`src/hdl/frwm_pkg.sv`:
```
// Shared types and constants of the frame rate window meter.
`default_nettype none
package frwm_pkg;

    localparam int unsigned TIME_W = 32;
    localparam int unsigned DUR_W  = 16;
    localparam int unsigned FPS_W  = 24;
    localparam int unsigned FRAC_W = 8;
    localparam int unsigned ODATA_W = 88;

    localparam logic [9:0]       MS_PER_S = 10'd1000;
    localparam logic [FPS_W-1:0] FPS_MAX  = {FPS_W{1'b1}};
    localparam logic [DUR_W-1:0] DUR_MAX  = {DUR_W{1'b1}};

    typedef enum logic
    {
        FUNC_START = 1'b0,
        FUNC_FRAME = 1'b1
    } func_t;

    typedef struct packed
    {
        logic busy;
        logic done;
    } frwm_div_stat_t;

endpackage
`default_nettype wire

```
`src/hdl/frwm_div.sv`:
```
// Bit-serial restoring divider, one quotient bit per cycle.
`default_nettype none
module frwm_div #(
    parameter int unsigned NUM_W = 22,
    parameter int unsigned DEN_W = 20
) (
    input  wire logic                  clk,
    input  wire logic                  rst_n,
    input  wire logic                  start,
    input  wire logic [NUM_W-1:0]      num,
    input  wire logic [DEN_W-1:0]      den,
    output logic [NUM_W-1:0]           quot,
    output frwm_pkg::frwm_div_stat_t   stat
);

    localparam int unsigned CNT_W = $clog2(NUM_W + 1);

    logic [NUM_W-1:0] num_sr_reg;
    logic [DEN_W-1:0] den_reg;
    logic [DEN_W-1:0] rem_reg;
    logic [CNT_W-1:0] cnt_reg;
    logic             busy_reg;
    logic             done_reg;
    logic [DEN_W:0]   trial;
    logic             borrow;

    assign trial  = {rem_reg, num_sr_reg[NUM_W-1]} - {1'b0, den_reg};
    assign borrow = trial[DEN_W];

    always_ff @(posedge clk or negedge rst_n)
    begin
        if (!rst_n)
        begin
            num_sr_reg <= '0;
            den_reg    <= '0;
            rem_reg    <= '0;
            cnt_reg    <= '0;
            busy_reg   <= 1'b0;
            done_reg   <= 1'b0;
        end
        else if (start)
        begin
            num_sr_reg <= num;
            den_reg    <= den;
            rem_reg    <= '0;
            cnt_reg    <= CNT_W'(NUM_W);
            busy_reg   <= 1'b1;
            done_reg   <= 1'b0;
        end
        else if (busy_reg)
        begin
            num_sr_reg <= {num_sr_reg[NUM_W-2:0], ~borrow};
            rem_reg    <= borrow ? {rem_reg[DEN_W-2:0], num_sr_reg[NUM_W-1]}
                                 : trial[DEN_W-1:0];
            cnt_reg    <= cnt_reg - CNT_W'(1);
            if (cnt_reg == CNT_W'(1))
            begin
                busy_reg <= 1'b0;
                done_reg <= 1'b1;
            end
        end
        else
        begin
            done_reg <= 1'b0;
        end
    end

    assign quot      = num_sr_reg;
    assign stat.busy = busy_reg;
    assign stat.done = done_reg;

    a_no_restart: assert property (@(posedge clk) disable iff (!rst_n)
        start |-> !busy_reg)
        else $error("divider restarted while busy");

    a_done_ends_run: assert property (@(posedge clk) disable iff (!rst_n)
        done_reg |-> ($past(busy_reg) && !busy_reg))
        else $error("divider done without a finished run");

    a_busy_count: assert property (@(posedge clk) disable iff (!rst_n)
        busy_reg |-> (cnt_reg != '0))
        else $error("divider busy with empty step count");

endmodule
`default_nettype wire

```
`src/hdl/frame_rate_window_meter_unit.sv`:
```
// Top level of the moving-average frame rate meter.
// A start word (tuser 0) only records its timestamp. A frame word (tuser 1) passes through
// these steps before its result sits in a free output register: the bit-serial subtractors that
// form the frame delta and the duration, an update of the ring of WINDOW durations and its
// running sum, the bit-serial divider, its load included (NUM_W = clog2(1000*WINDOW+1) + 8,
// 22 at WINDOW 16), and the hand-over of the word. A result still waiting in the output
// register holds the frame word in its hand-over step. The input is ready again once the
// result is in the output register. A zero window sum skips the divider and flags the rate
// invalid.
`default_nettype none
module frame_rate_window_meter_unit #(
    parameter int unsigned WINDOW = 16
) (
    input  wire logic        clk,
    input  wire logic        rst_n,
    input  wire logic        s_tvalid,
    output logic             s_tready,
    input  wire logic [31:0] s_tdata,   // [31:0] time_ms
    input  wire logic        s_tuser,   // [0] func
    output logic             m_tvalid,
    input  wire logic        m_tready,
    output logic [87:0]      m_tdata,   // [31:0] frames_seen, [63:32] delta_ms, [87:64] fps_q8
    output logic             m_tuser    // [0] fps_invalid
);

    localparam int unsigned TIME_W = frwm_pkg::TIME_W;
    localparam int unsigned DUR_W  = frwm_pkg::DUR_W;
    localparam int unsigned FPS_W  = frwm_pkg::FPS_W;
    localparam int unsigned PTR_W  = (WINDOW > 1) ? $clog2(WINDOW) : 1;
    localparam int unsigned WIN_W  = $clog2(WINDOW + 1);
    localparam int unsigned SUM_W  = DUR_W + $clog2(WINDOW);
    localparam int unsigned RATE_W = $clog2(1000 * WINDOW + 1);
    localparam int unsigned NUM_W  = RATE_W + frwm_pkg::FRAC_W;
    localparam int unsigned QX_W   = (NUM_W > FPS_W) ? NUM_W : FPS_W;
    localparam int unsigned BIT_W  = $clog2(TIME_W);

    typedef enum logic [2:0]
    {
        ST_IDLE,
        ST_SUB,
        ST_UPD,
        ST_DIV,
        ST_DONE
    } state_t;

    state_t                state_reg;
    logic [BIT_W-1:0]      bit_reg;
    logic [TIME_W-1:0]     now_reg;
    logic [TIME_W-1:0]     ref_reg;
    logic [TIME_W-1:0]     prev_reg;
    logic [TIME_W-1:0]     delta_reg;
    logic [TIME_W-1:0]     dur_reg;
    logic                  bd_reg;
    logic                  br_reg;
    logic [TIME_W-1:0]     frames_reg;
    logic [WIN_W-1:0]      win_reg;
    logic [PTR_W-1:0]      ptr_reg;
    logic [WINDOW-1:0]     valid_reg;
    logic [SUM_W-1:0]      sum_reg;
    logic [DUR_W-1:0]      rd_reg;
    logic                  old_valid_reg;
    logic                  inv_reg;
    logic                  m_tvalid_reg;
    logic [87:0]           m_tdata_reg;
    logic                  m_tuser_reg;

    logic [DUR_W-1:0]      ring [WINDOW];

    logic                  in_acc;
    logic                  frame_acc;
    logic                  d_bit;
    logic                  r_bit;
    logic                  bd_next;
    logic                  br_next;
    logic [DUR_W-1:0]      dur_sat;
    logic [DUR_W-1:0]      old_dur;
    logic [SUM_W-1:0]      sum_next;
    logic [RATE_W-1:0]     rate_num;
    logic                  div_start;
    logic [NUM_W-1:0]      quot;
    logic [QX_W-1:0]       quot_x;
    logic [FPS_W-1:0]      fps;
    logic                  out_free;
    frwm_pkg::frwm_div_stat_t div_stat;

    assign s_tready  = (state_reg == ST_IDLE);
    assign in_acc    = s_tvalid && s_tready;
    assign frame_acc = in_acc && (s_tuser == frwm_pkg::FUNC_FRAME);

    assign d_bit   = now_reg[0] ^ prev_reg[0] ^ bd_reg;
    assign bd_next = (~now_reg[0] & prev_reg[0]) | (~(now_reg[0] ^ prev_reg[0]) & bd_reg);
    assign r_bit   = now_reg[0] ^ ref_reg[0] ^ br_reg;
    assign br_next = (~now_reg[0] & ref_reg[0]) | (~(now_reg[0] ^ ref_reg[0]) & br_reg);

    assign dur_sat  = (|dur_reg[TIME_W-1:DUR_W]) ? frwm_pkg::DUR_MAX : dur_reg[DUR_W-1:0];
    assign old_dur  = old_valid_reg ? rd_reg : '0;
    assign sum_next = sum_reg - SUM_W'(old_dur) + SUM_W'(dur_sat);
    assign rate_num = RATE_W'(RATE_W'(win_reg) * RATE_W'(frwm_pkg::MS_PER_S));

    assign div_start = (state_reg == ST_UPD) && (sum_next != '0);
    assign quot_x    = QX_W'(quot);
    assign fps       = inv_reg ? '0
                     : ((quot_x > QX_W'(frwm_pkg::FPS_MAX)) ? frwm_pkg::FPS_MAX
                                                            : quot_x[FPS_W-1:0]);
    assign out_free  = !m_tvalid_reg || m_tready;

    frwm_div #(
        .NUM_W (NUM_W),
        .DEN_W (SUM_W)
    ) u_div (
        .clk   (clk),
        .rst_n (rst_n),
        .start (div_start),
        .num   ({rate_num, {frwm_pkg::FRAC_W{1'b0}}}),
        .den   (sum_next),
        .quot  (quot),
        .stat  (div_stat)
    );

    always_ff @(posedge clk)
    begin
        if (frame_acc)
        begin
            rd_reg <= ring[ptr_reg];
        end
        if (state_reg == ST_UPD)
        begin
            ring[ptr_reg] <= dur_sat;
        end
    end

    always_ff @(posedge clk or negedge rst_n)
    begin
        if (!rst_n)
        begin
            state_reg     <= ST_IDLE;
            bit_reg       <= '0;
            now_reg       <= '0;
            ref_reg       <= '0;
            prev_reg      <= '0;
            delta_reg     <= '0;
            dur_reg       <= '0;
            bd_reg        <= 1'b0;
            br_reg        <= 1'b0;
            frames_reg    <= '0;
            win_reg       <= '0;
            ptr_reg       <= '0;
            valid_reg     <= '0;
            sum_reg       <= '0;
            old_valid_reg <= 1'b0;
            inv_reg       <= 1'b0;
            m_tvalid_reg  <= 1'b0;
            m_tdata_reg   <= '0;
            m_tuser_reg   <= 1'b0;
        end
        else
        begin
            if ((state_reg == ST_DONE) && out_free)
            begin
                m_tvalid_reg <= 1'b1;
            end
            else if (m_tvalid_reg && m_tready)
            begin
                m_tvalid_reg <= 1'b0;
            end
            unique case (state_reg)
                ST_IDLE:
                begin
                    if (in_acc && !frame_acc)
                    begin
                        ref_reg <= s_tdata;
                    end
                    else if (frame_acc)
                    begin
                        now_reg       <= s_tdata;
                        bd_reg        <= 1'b0;
                        br_reg        <= 1'b0;
                        bit_reg       <= '0;
                        old_valid_reg <= valid_reg[ptr_reg];
                        if (frames_reg != '1)
                        begin
                            frames_reg <= frames_reg + TIME_W'(1);
                        end
                        if (win_reg != WIN_W'(WINDOW))
                        begin
                            win_reg <= win_reg + WIN_W'(1);
                        end
                        state_reg <= ST_SUB;
                    end
                end
                ST_SUB:
                begin
                    now_reg   <= {now_reg[0], now_reg[TIME_W-1:1]};
                    prev_reg  <= {1'b0, prev_reg[TIME_W-1:1]};
                    ref_reg   <= {1'b0, ref_reg[TIME_W-1:1]};
                    delta_reg <= {d_bit, delta_reg[TIME_W-1:1]};
                    dur_reg   <= {r_bit, dur_reg[TIME_W-1:1]};
                    bd_reg    <= bd_next;
                    br_reg    <= br_next;
                    bit_reg   <= bit_reg + BIT_W'(1);
                    if (bit_reg == BIT_W'(TIME_W - 1))
                    begin
                        state_reg <= ST_UPD;
                    end
                end
                ST_UPD:
                begin
                    ref_reg            <= now_reg;
                    prev_reg           <= now_reg;
                    sum_reg            <= sum_next;
                    valid_reg[ptr_reg] <= 1'b1;
                    ptr_reg            <= (ptr_reg == PTR_W'(WINDOW - 1)) ? '0
                                                                        : ptr_reg + PTR_W'(1);
                    inv_reg            <= (sum_next == '0);
                    state_reg          <= (sum_next == '0) ? ST_DONE : ST_DIV;
                end
                ST_DIV:
                begin
                    if (div_stat.done)
                    begin
                        state_reg <= ST_DONE;
                    end
                end
                ST_DONE:
                begin
                    if (out_free)
                    begin
                        m_tdata_reg  <= {fps, delta_reg, frames_reg};
                        m_tuser_reg  <= inv_reg;
                        state_reg    <= ST_IDLE;
                    end
                end
                default:
                begin
                    state_reg <= ST_IDLE;
                end
            endcase
        end
    end

    assign m_tvalid = m_tvalid_reg;
    assign m_tdata  = m_tdata_reg;
    assign m_tuser  = m_tuser_reg;

    a_win_bound: assert property (@(posedge clk) disable iff (!rst_n)
        win_reg <= WIN_W'(WINDOW))
        else $error("window count above window depth");

    a_sum_bound: assert property (@(posedge clk) disable iff (!rst_n)
        SUM_W'(sum_reg) <= SUM_W'(WINDOW * 65535))
        else $error("window sum above its ceiling");

    a_div_done_state: assert property (@(posedge clk) disable iff (!rst_n)
        div_stat.done |-> (state_reg == ST_DIV))
        else $error("divider finished outside the divide phase");

    a_out_from_done: assert property (@(posedge clk) disable iff (!rst_n)
        $rose(m_tvalid_reg) |-> $past(state_reg == ST_DONE))
        else $error("result word raised outside the hand-over phase");

endmodule
`default_nettype wire
```
`config.mk`:
```
export PLATFORM = sky130hd
export DESIGN_NAME = frame_rate_window_meter_unit
export DESIGN_NICKNAME = d
export VERILOG_FILES = /design/src/hdl/frwm_pkg.sv /design/src/hdl/frwm_div.sv /design/src/hdl/frame_rate_window_meter_unit.sv
export SDC_FILE = /design/constraint.sdc
export NUM_CORES = 1
export LEC_CHECK = 0
export BUFFER_PORTS_ARGS = -buffer_cell sky130_fd_sc_hd__buf_2
export CORE_MARGIN = 3
export CORE_UTILIZATION = 45
export DETAILED_ROUTE_END_ITERATION = 7
export GPL_ROUTABILITY_DRIVEN = 0
export SYNTH_ARGS = -nofsm -noshare
export SYNTH_HDL_FRONTEND = slang
export SYNTH_SLANG_ARGS = --single-unit
```
`constraint.sdc`:
```
create_clock -name clk -period 4.5 [get_ports clk]
set_input_delay 0.45 -clock clk [delete_from_list [all_inputs] [get_ports clk]]
set_output_delay 0.45 -clock clk [all_outputs]
set_load 0.05 [all_outputs]
```
==> flow_metrics.tcl, run 1 <==
set metrics [dict create \
    largest_register_ffs 256 \
    seqCellArea_um2 18330 \
    row_count 94 \
    synth-edff-count 272 \
    fin_cells 3577 \
    drtPass1Iterations 5 \
    path_class "flop to flop" \
    path_max_fanout 32 \
    dpl.hpwl_mm 43.22 \
    async_reset_ff_frac 0.5988 \
    hold_depth 3 \
    vdd_drop_max_mv 0.3766 \
    dp.cells 3429 \
    endpoint_kind "flop" \
    ant_nets 0 \
    wl_per_cell_um 19.04 \
    outcome "complete, but fails checks" \
    avgSynthCellArea_um2 12.49 \
    required_ns 5.00 \
    port_buffers 125 \
    grt_max_degree 105 \
    grt_pass1_vias 20427 \
    cts.sinks 678 \
    die_y_um 266.4 \
    drive_above_1_share 0.2330 \
    hold_path.class "primary input to flop" \
    finalPower_mw 26.10 \
    areaGrowthSynthToFinish_pct 17.26 \
    hold_viol_final 0 \
    holdPathEnd "now_reg[17]" \
    gr-total-overflow 0 \
    diodes 0 \
    antenna_found_initial 1 \
    multi_input_area_um2 11500 \
    r2r_end "u_div.rem_reg[5]" \
    ys.flop_type "dfrtp_1" \
    power_leakage_nw 15.42 \
    yosys.area.top_type "dfrtp_1" \
    ys_top_cells_by_count "dfrtp_1, nand2_1, edfxtp_1" \
    reg2reg_setup_slack_ns -0.05 \
    maxCapViolCount 0 \
    final-max-slew-violation-count 0 \
    cts_tree "built" \
    seq_area_frac_synth 0.6008 \
    hold_start "s_tdata[17]" \
    dieArea_um2 70950 \
    setup_viol 40 \
    grt_usage 0.1949 \
    vias_per_cell 5.435 \
    worst_pin_slew_ns 1.008 \
    rsz0062_at_grt "true" \
    clkTransAtPathRegs_ns 0.06 \
    final_net_count 2791 \
    synthCells 2442 \
    r2r_start "dur_reg[30]" \
    die_width_um 266.4 \
    grt_pass1_wl_mm 110.4 \
    syn_area_um2 30510 \
    yosys-top-cells-area "dfrtp_1, edfxtp_1, mux4_2, nand2_1, ha_1" \
    worstSkewPairLatency_ns 0.64 \
    fin_ws_ns -0.05452 \
    yosys_register_bits 678 \
    numCtsBuffers 71 \
    critPathLaunchType "flop" \
    arrival_ns 5.05 \
    period_share 1.012 \
    synth_top_area_share 0.3330 \
    clk_path_buf_depth 3 \
    failed_checks "negative setup slack" \
    period_needed_ns 4.555 \
    clock-skew-final_ns 0.05307 \
    drcViolationCount 0 \
    ys_types 73 \
    fillerInstances 5523 \
    worst-r2r-cell-count 18 \
    fmax_mhz 219.6 \
    coreArea_um2 66450 \
    yosysMostFrequentCell "dfrtp_1" \
    ios 128 \
    yosysWarnings 0 \
    drtIter0Drc 1427 \
    root_buffer "clkbuf_16" \
    max-slew-margin-rel 0.3281 \
    vias 19440 \
    powerDensity_nw_per_um2 729.5 \
    htreeDepth 3 \
    initial_core_util 0.4591 \
    routed_wl_mm 68.11 \
]
layout make-up:
type                            instances  share of cell area
Tap cell                              864             0.03022
Clock buffer                           88             0.05341
Inverter                              154             0.01616
Timing Repair Buffer                  259             0.04855
Sequential cell                       678              0.5125
Clock inverter                         43             0.01752
Multi-Input combinational cell       1491              0.3216
kinds of logic after synthesis:
| kind of cell | share of synthesized area |
|---|---|
| XOR/XNOR | 0.02354 |
| other | 0.0001229 |
| multiplexers | 0.1061 |
| AO/OA/AOI/OAI | 0.08289 |
| flip-flops | 0.6008 |
| AND/OR/NAND/NOR | 0.1035 |
| adder cells (fa/ha/maj) | 0.04774 |
| buffers and inverters | 0.03527 |
metrics by stage:
step / hold WS (ns) / cell area [um2] / setup TNS (ns) / util / setup WS [ns]
after global routing: 0.06410 / 35770 / -14.12 / 0.5383 / -0.2631
after global placement: 0.4449 / 32720 / -7.810 / 0.4923 / -0.1596
after detailed placement: 0.4477 / 32720 / -13.00 / 0.4923 / -0.2865
after CTS: 0.03688 / 35630 / 0 / 0.5361 / 0.004752
final: 0.07691 / 35770 / -0.9542 / 0.5383 / -0.05452
after floorplan: 0.1544 / 30510 / 0 / - / 0.03990
per-layer routing:
| metal | wire length, um | track usage | vias up |
|---|---|---|---|
| met5 | 0 | 0 | - |
| met4 | 1480 | 0.05587 | 0 |
| met3 | 2889 | 0.02922 | 101 |
| met2 | 34060 | 0.3364 | 395 |
| met1 | 29670 | 0.2576 | 9900 |
| li1 | - | - | 9044 |
how the worst max path moves through the flow:
stage                start  slack [ns]  cells past startpoint                to
2_1_floorplan  dur_reg[20]        0.04                     20     u_div.quot[2]
3_3_place_gp   dur_reg[20]       -0.16                     18  u_div.rem_reg[5]
3_5_place_dp   dur_reg[20]       -0.29                     17  u_div.rem_reg[2]
4_1_cts        dur_reg[25]       0.005                     18  u_div.rem_reg[5]
5_1_grt        dur_reg[30]       -0.26                     19    u_div.quot[21]
6_report       dur_reg[30]       -0.05                     18  u_div.rem_reg[5]
placed cells by master (no fill, tap or decap), types with 9 or more instances in the layout:
cell type | Yosys | routed
xnor2_1 | 59 | 59
nor2b_1 | 9 | 9
a31oi_1 | 10 | 9
mux4_2 | 85 | 85
nand2b_1 | 29 | 29
a22oi_1 | 34 | 34
and3_1 | 17 | 15
bufinv_16 | 0 | 11
inv_1 | 154 | 149
nor2_4 | 10 | 19
fa_1 | 29 | 28
buf_2 | 11 | 124
clkbuf_1 | 88 | 10
o21ai_0 | 148 | 138
ha_1 | 70 | 64
or2_2 | 21 | 20
and2_1 | 36 | 35
nor3_1 | 18 | 17
a211oi_1 | 49 | 39
xor2_1 | 23 | 23
buf_4 | 2 | 120
clkbuf_16 | 0 | 71
nand4_1 | 15 | 15
mux2_2 | 66 | 66
nand2_1 | 401 | 399
mux2i_1 | 58 | 58
a21oi_1 | 79 | 76
edfxtp_1 | 272 | 272
o21ai_1 | 13 | 17
a211oi_2 | 3 | 11
clkinv_2 | 0 | 14
nor2_1 | 71 | 55
a21o_1 | 18 | 18
dfrtp_1 | 406 | 403
nand3_1 | 32 | 31
worst max-delay path, stage by stage (launching register included):
cell	delay (ns)
dfrtp_1	0.39
nor4_2	0.30
nand4_1	0.19
buf_6	0.20
buf_4	0.15
nor2_4	0.08
fa_1	0.43
inv_2	0.09
ha_4	0.22
a211oi_4	0.24
o21ai_2	0.12
a211o_1	0.27
and3_4	0.19
or4_4	0.52
nor4b_4	0.33
nand4bb_4	0.16
and2_4	0.21
buf_12	0.17
a211oi_2	0.15
report_power, final:
part           switching (mW)  leakage (nW)  internal [mW]
Clock                    2.54          1.23           3.72
Sequential              0.848          7.70           7.62
Combinational            6.21          6.48           5.16
what timing repair did:
action,4_1_cts,5_1_grt
setup endpoints to repair,72,73
resized for setup,66,28
gates cloned,1,0
hold buffers,1,0
hold endpoints to repair,99,0
pin swaps,9,11
setup buffers,7,8
Note: power is estimated with default switching activity, not from simulation.
==> inputs of run 2 (changes only) <==
--- a/config.mk
+++ b/config.mk
@@ -10,6 +10,7 @@
 export CORE_UTILIZATION = 45
 export DETAILED_ROUTE_END_ITERATION = 7
 export GPL_ROUTABILITY_DRIVEN = 0
+export REMOVE_ABC_BUFFERS = 1
 export SYNTH_ARGS = -nofsm -noshare
 export SYNTH_HDL_FRONTEND = slang
 export SYNTH_SLANG_ARGS = --single-unit
==> run 2 against run 1 <==
Effect of this change:
- setup slack better by 0.030 ns
- critical path type unchanged
- cell count down 0.45%
- total power about the same
- non-clock buffer count down 15
- first-iteration DRC count up 3.3%
- the run still ends with negative setup slack left
- sequential power up 0.6%
- flip-flop and latch count unchanged
- clock skew down 0.031 ns
- hold slack better by 0.0098 ns
- via count down 0.27%
- global-route usage down 0.51 points
- final area up 0.51%
==> flow_metrics.tcl, run 2 (synthesis gave the netlist of run 1 again) <==
set metrics [dict create \
    outcome "complete, but fails checks" \
    failed_checks "negative setup slack" \
    critPathLaunchType "flop" \
    vias 19387 \
    powerDensity_nw_per_um2 725.4 \
    endpoint_kind "flop" \
    fin_ws_ns -0.02403 \
    period_share 1.005 \
    grt_pass1_wl_mm 107.7 \
    areaGrowthSynthToFinish_pct 17.86 \
    grt_usage 0.1898 \
    drcViolationCount 0 \
    antenna_found_initial 2 \
    fmax_mhz 221.0 \
    drive_above_1_share 0.2415 \
    vdd_drop_max_mv 0.3983 \
    grt_max_degree 116 \
    largest_register_ffs 256 \
    gr-total-overflow 0 \
    grt_pass1_vias 19488 \
    final_net_count 2776 \
    clock-skew-final_ns 0.02187 \
    reg2reg_setup_slack_ns -0.02 \
    hold_path.class "primary input to flop" \
    seqCellArea_um2 18330 \
    path_max_fanout 12 \
    ant_nets 0 \
    worstSkewPairLatency_ns 0.61 \
    period_needed_ns 4.524 \
    vias_per_cell 5.444 \
    hold_depth 3 \
    finalSetupTns_ns -0.04813 \
    finalPower_mw 26.08 \
    drtPass1Iterations 5 \
    arrival_ns 5.04 \
    worst_pin_slew_ns 0.9734 \
    port_buffers 125 \
    setup_viol 3 \
    maxCapViolCount 0 \
    die_y_um 266.4 \
    numCtsBuffers 71 \
    htreeDepth 3 \
    row_count 94 \
    rsz0062_at_grt "true" \
    r2r_end "u_div.done_reg" \
    fillerInstances 5475 \
    dieArea_um2 70950 \
    root_buffer "clkbuf_16" \
    holdPathEnd "now_reg[9]" \
    cts_tree "built" \
    clk_path_buf_depth 3 \
    ios 128 \
    die_width_um 266.4 \
    initial_core_util 0.4591 \
    final_cell_mix "dfrtp_1, nand2_1, edfxtp_1" \
    required_ns 5.01 \
    worst-r2r-cell-count 19 \
    path_class "flop to flop" \
    routed_wl_mm 68.16 \
    r2r_start "dur_reg[19]" \
    power_leakage_nw 15.39 \
    multi_input_area_um2 11730 \
    cts.sinks 678 \
    fin_util 0.5411 \
    drtIter0Drc 1474 \
    hold_start "s_tdata[9]" \
    wl_per_cell_um 19.14 \
    hold_viol_final 0 \
    clkTransAtPathRegs_ns 0.06 \
    dpl.hpwl_mm 42.55 \
    final-max-slew-violation-count 0 \
    coreArea_um2 66450 \
    max-slew-margin-rel 0.3511 \
    final_common_cell "dfrtp_1" \
]
[run 2: cell types whose count changed in the layout (fill, tap and decap cells not counted), sizes merged]
cell      previous run  this run
clkinv              24        16
bufinv              11         9
clkbuf              88        99
inv                158       156
diode                0         1
clkinvlp             4         7
buf                258       239
[run 2: what timing repair did]
action / CTS / global route
cloned: 0 / 8
endpoints found under the hold margin: 60 / 0
hold buffers: 1 / 0
endpoints found under the setup margin: 73 / 73
setup buffers: 1 / 7
gates resized for setup: 20 / 131
pin swaps: 3 / 25
[run 2: worst max path at each step]
stage,startpoint,to,cells after the start
final,dur_reg[19],u_div.done_reg,19
after global routing,dur_reg[19],u_div.done_reg,18
after floorplan,state_reg[2],ref_reg[0],5
after global placement,dur_reg[19],u_div.done_reg,18
after detailed placement,dur_reg[19],u_div.rem_reg[15],18
after CTS,dur_reg[20],u_div.rem_reg[10],18
[run 2: report_power, final]
group          leakage, nW  switching (mW)  internal (mW)
Clock                 1.20            2.43           3.72
Sequential            7.70           0.899           7.62
Combinational         6.49            6.33           5.10
[run 2: routing by layer]
metal | global-route usage | wire length (um) | vias up
li1 | - | - | 9039
met1 | 0.2642 | 30210 | 9770
met2 | 0.3125 | 33270 | 466
met3 | 0.03199 | 3125 | 112
met4 | 0.04861 | 1552 | 0
met5 | 0 | 0 | -
[run 2: cell type report]
type | count | share of cell area
clock inverters | 34 | 0.01201
clock buffers | 95 | 0.05676
well taps | 864 | 0.03007
repair buffers | 244 | 0.04879
diodes | 1 | 0.00006960
multi-input cells | 1491 | 0.3263
inverters | 154 | 0.01608
flip-flops and latches | 678 | 0.5099
[run 2: critical path, stage by stage (launching register included)]
cell and delay, ns:
dfrtp_1 0.42, nor4_4 0.29, nand4_1 0.13, buf_6 0.16
buf_12 0.14, buf_6 0.13, nor2_4 0.11, fa_1 0.44
inv_2 0.09, ha_4 0.21, nand2_1 0.13, nor3_2 0.08
a211o_1 0.30, and3_4 0.19, or4_4 0.53, nor4b_4 0.27
nand4bb_1 0.19, and2_4 0.29, buf_12 0.17, a211oi_2 0.18
[run 2: metrics by stage]
| stage | instances | hold slack, ns | setup WS (ns) | instance area (um2) |
|---|---|---|---|---|
| 6_report | 3561 | 0.08668 | -0.02403 | 35960 |
| 5_1_grt | 3560 | 0.07619 | -0.2367 | 35950 |
| 4_1_cts | 3545 | 0.05825 | -0.02936 | 35200 |
| 3_5_place_dp | 3414 | 0.4489 | -0.2676 | 32640 |
| 3_3_place_gp | 3414 | 0.4472 | -0.1168 | 32640 |
| 2_1_floorplan | 2323 | 0.1544 | -1.475 | 30010 |
==> inputs of run 3 (changes only) <==
--- a/config.mk
+++ b/config.mk
@@ -5,7 +5,7 @@
 export SDC_FILE = /design/constraint.sdc
 export NUM_CORES = 1
 export LEC_CHECK = 0
-export BUFFER_PORTS_ARGS = -buffer_cell sky130_fd_sc_hd__buf_2
+export BUFFER_PORTS_ARGS = -buffer_cell sky130_fd_sc_hd__buf_4
 export CORE_MARGIN = 3
 export CORE_UTILIZATION = 45
 export DETAILED_ROUTE_END_ITERATION = 7
==> run 3 against run 2 <==
Effect of this change:
- the flow still finishes with violations (negative setup slack)
- non-clock buffer count up 6
- sequential share of layout area shrank 0.22 points
- hold slack lost 0.0014 ns
- highest routed layer is now met5
==> flow_metrics.tcl, run 3 (synthesis gave the netlist of run 1 again) <==
set metrics [dict create \
    p_sw_frac 0.3711 \
    initial_core_util 0.4591 \
    clock-skew-final_ns 0.02751 \
    clkTransAtPathRegs_ns 0.06 \
    drtPass1Iterations 5 \
    drive_above_1_share 0.2378 \
    hold_viol_final 0 \
    p_int_mw 16.28 \
    drtIter0Drc 1397 \
    cts_tree "built" \
    vdd_drop_max_mv 0.3973 \
    finalPower_mw 25.89 \
    worst-r2r-cell-count 18 \
    reg2reg_setup_slack_ns -0.02 \
    final-max-slew-violation-count 0 \
    arrival_ns 5.02 \
    gr-total-overflow 0 \
    power_leakage_nw 15.39 \
    final_common_cell "dfrtp_1" \
    drcViolationCount 0 \
    maxCapViolCount 0 \
    setup_viol 2 \
    coreArea_um2 66450 \
    row_count 94 \
    areaGrowthSynthToFinish_pct 18.36 \
    dieArea_um2 70950 \
    grt_usage 0.1914 \
    vias_per_cell 5.431 \
    port_buffers 125 \
    diodes 0 \
    path_class "flop to flop" \
    clk_path_buf_depth 3 \
    die_width_um 266.4 \
    final_net_count 2783 \
    ios 128 \
    endpoint_kind "flop" \
    required_ns 5.01 \
    failed_checks "negative setup slack" \
    max-slew-margin-rel 0.3144 \
    r2r_start "dur_reg[16]" \
    multi_input_area_um2 11680 \
    rsz0062_at_grt "true" \
    cts.sinks 678 \
    p_switching_mw 9.606 \
    vias 19355 \
    critPathLaunchType "flop" \
    outcome "complete, but fails checks" \
    grt_pass1_vias 19747 \
    period_needed_ns 4.516 \
    htreeDepth 3 \
    routed_wl_mm 68.70 \
    p_seq_frac 0.329 \
    crit_path_start "dur_reg[16]" \
    seqCellArea_um2 18330 \
    root_buffer "clkbuf_16" \
    pwr-share-clk 0.228 \
    path_max_fanout 8 \
    combPwrFrac 0.442 \
    numCtsBuffers 71 \
    antenna_found_initial 1 \
    crit_end "u_div.rem_reg[18]" \
    grt_pass1_wl_mm 108.5 \
    fmax_mhz 221.4 \
    largest_register_ffs 256 \
    powerDensity_nw_per_um2 716.9 \
    ant_nets 0 \
    wl_per_cell_um 19.28 \
    fin_ws_ns -0.01631 \
    r2r_end "u_div.rem_reg[18]" \
    period_share 1.004 \
    grt_max_degree 113 \
    final_cell_mix "dfrtp_1, nand2_1, edfxtp_1" \
    worst_pin_slew_ns 1.028 \
    worstSkewPairLatency_ns 0.61 \
    place_ws_ns -0.2099 \
    fillerInstances 5537 \
    dpl.hpwl_mm 43.49 \
    die_y_um 266.4 \
    hold_path.class "primary input to flop" \
]
-- run 3: cell types whose count changed in the layout (fill, tap and decap cells not counted), sizes merged --
cell	previous run	this run
bufinv	9	6
clkbuf	99	108
clkinv	16	13
and2	37	38
clkinvlp	7	0
diode	1	0
buf	239	246
-- run 3: worst min path at each step --
stage,from,endpoint,depth (start not counted)
2_1_floorplan,rst_n,bd_reg,0
3_3_place_gp,valid_reg[12],valid_reg[12],1
3_5_place_dp,valid_reg[4],valid_reg[4],1
4_1_cts,s_tdata[27],now_reg[27],3
5_1_grt,s_tdata[27],now_reg[27],3
6_report,s_tdata[27],now_reg[27],3
-- run 3: repair_timing --
action                     CTS  global route
cloned                       0             6
hold endpoints to repair    81             0
pin swaps                    6            23
gates resized for setup     17           122
hold buffers                 1             0
buffers inserted             0            10
setup endpoints to repair   71            73
-- run 3: per-stage QoR --
step / hold WS [ns] / TNS [ns] / std cells / util / cell area [um2]
final: 0.08523 / -0.03193 / 3564 / 0.5434 / 36110
after global routing: 0.06539 / -11.15 / 3564 / 0.5434 / 36110
after CTS: 0.04887 / 0 / 3548 / 0.5330 / 35420
after detailed placement: 0.4487 / -10.04 / 3421 / 0.4966 / 33000
after global placement: 0.4464 / -2.416 / 3421 / 0.4966 / 33000
after floorplan: 0.1544 / -158.52 / 2323 / - / 30010
-- run 3: per-layer routing --
layer / vias to the layer above / global-route usage / share of wire
li1: 9040 / - / -
met1: 9846 / 0.2605 / 0.44
met3: 106 / 0.02950 / 0.039
met4: 2 / 0.05261 / 0.023
met2: 361 / 0.3225 / 0.49
met5: - / 0 / 0.00015
-- run 3: worst max-delay path: stages, from the launching register on --
cell	delay [ns]
dfrtp_1	0.42
nor4_4	0.31
nand4_1	0.17
buf_6	0.19
nor2_4	0.11
ha_4	0.14
inv_2	0.04
ha_4	0.16
fa_2	0.39
a211oi_2	0.30
o21ai_2	0.12
a211o_1	0.28
and3_4	0.19
or4_4	0.53
nor4b_4	0.32
nand4bb_4	0.16
and2_4	0.24
buf_12	0.15
a211oi_2	0.18
-- run 3: layout make-up --
class                      instances  area share
clock buffer                     105     0.05745
timing repair buffer             250     0.05773
clock inverter                    21    0.007727
multi-input combinational       1492      0.3234
sequential                       678      0.5077
tap                              864     0.02994
inverter                         154     0.01601
-- run 3: power by group through the flow --
| stage | sequential, mW | combinational [mW] | clock [mW] |
|---|---|---|---|
| finish | 8.53 | 11.4 | 5.91 |
| global route | 8.68 | 12.7 | 6.31 |
| CTS | 8.51 | 10.6 | 6.05 |
| detailed placement | 8.61 | 10.5 | 0 |
| global placement | 8.57 | 10.3 | 0 |
| floorplan | 8.54 | 7.32 | 0 |
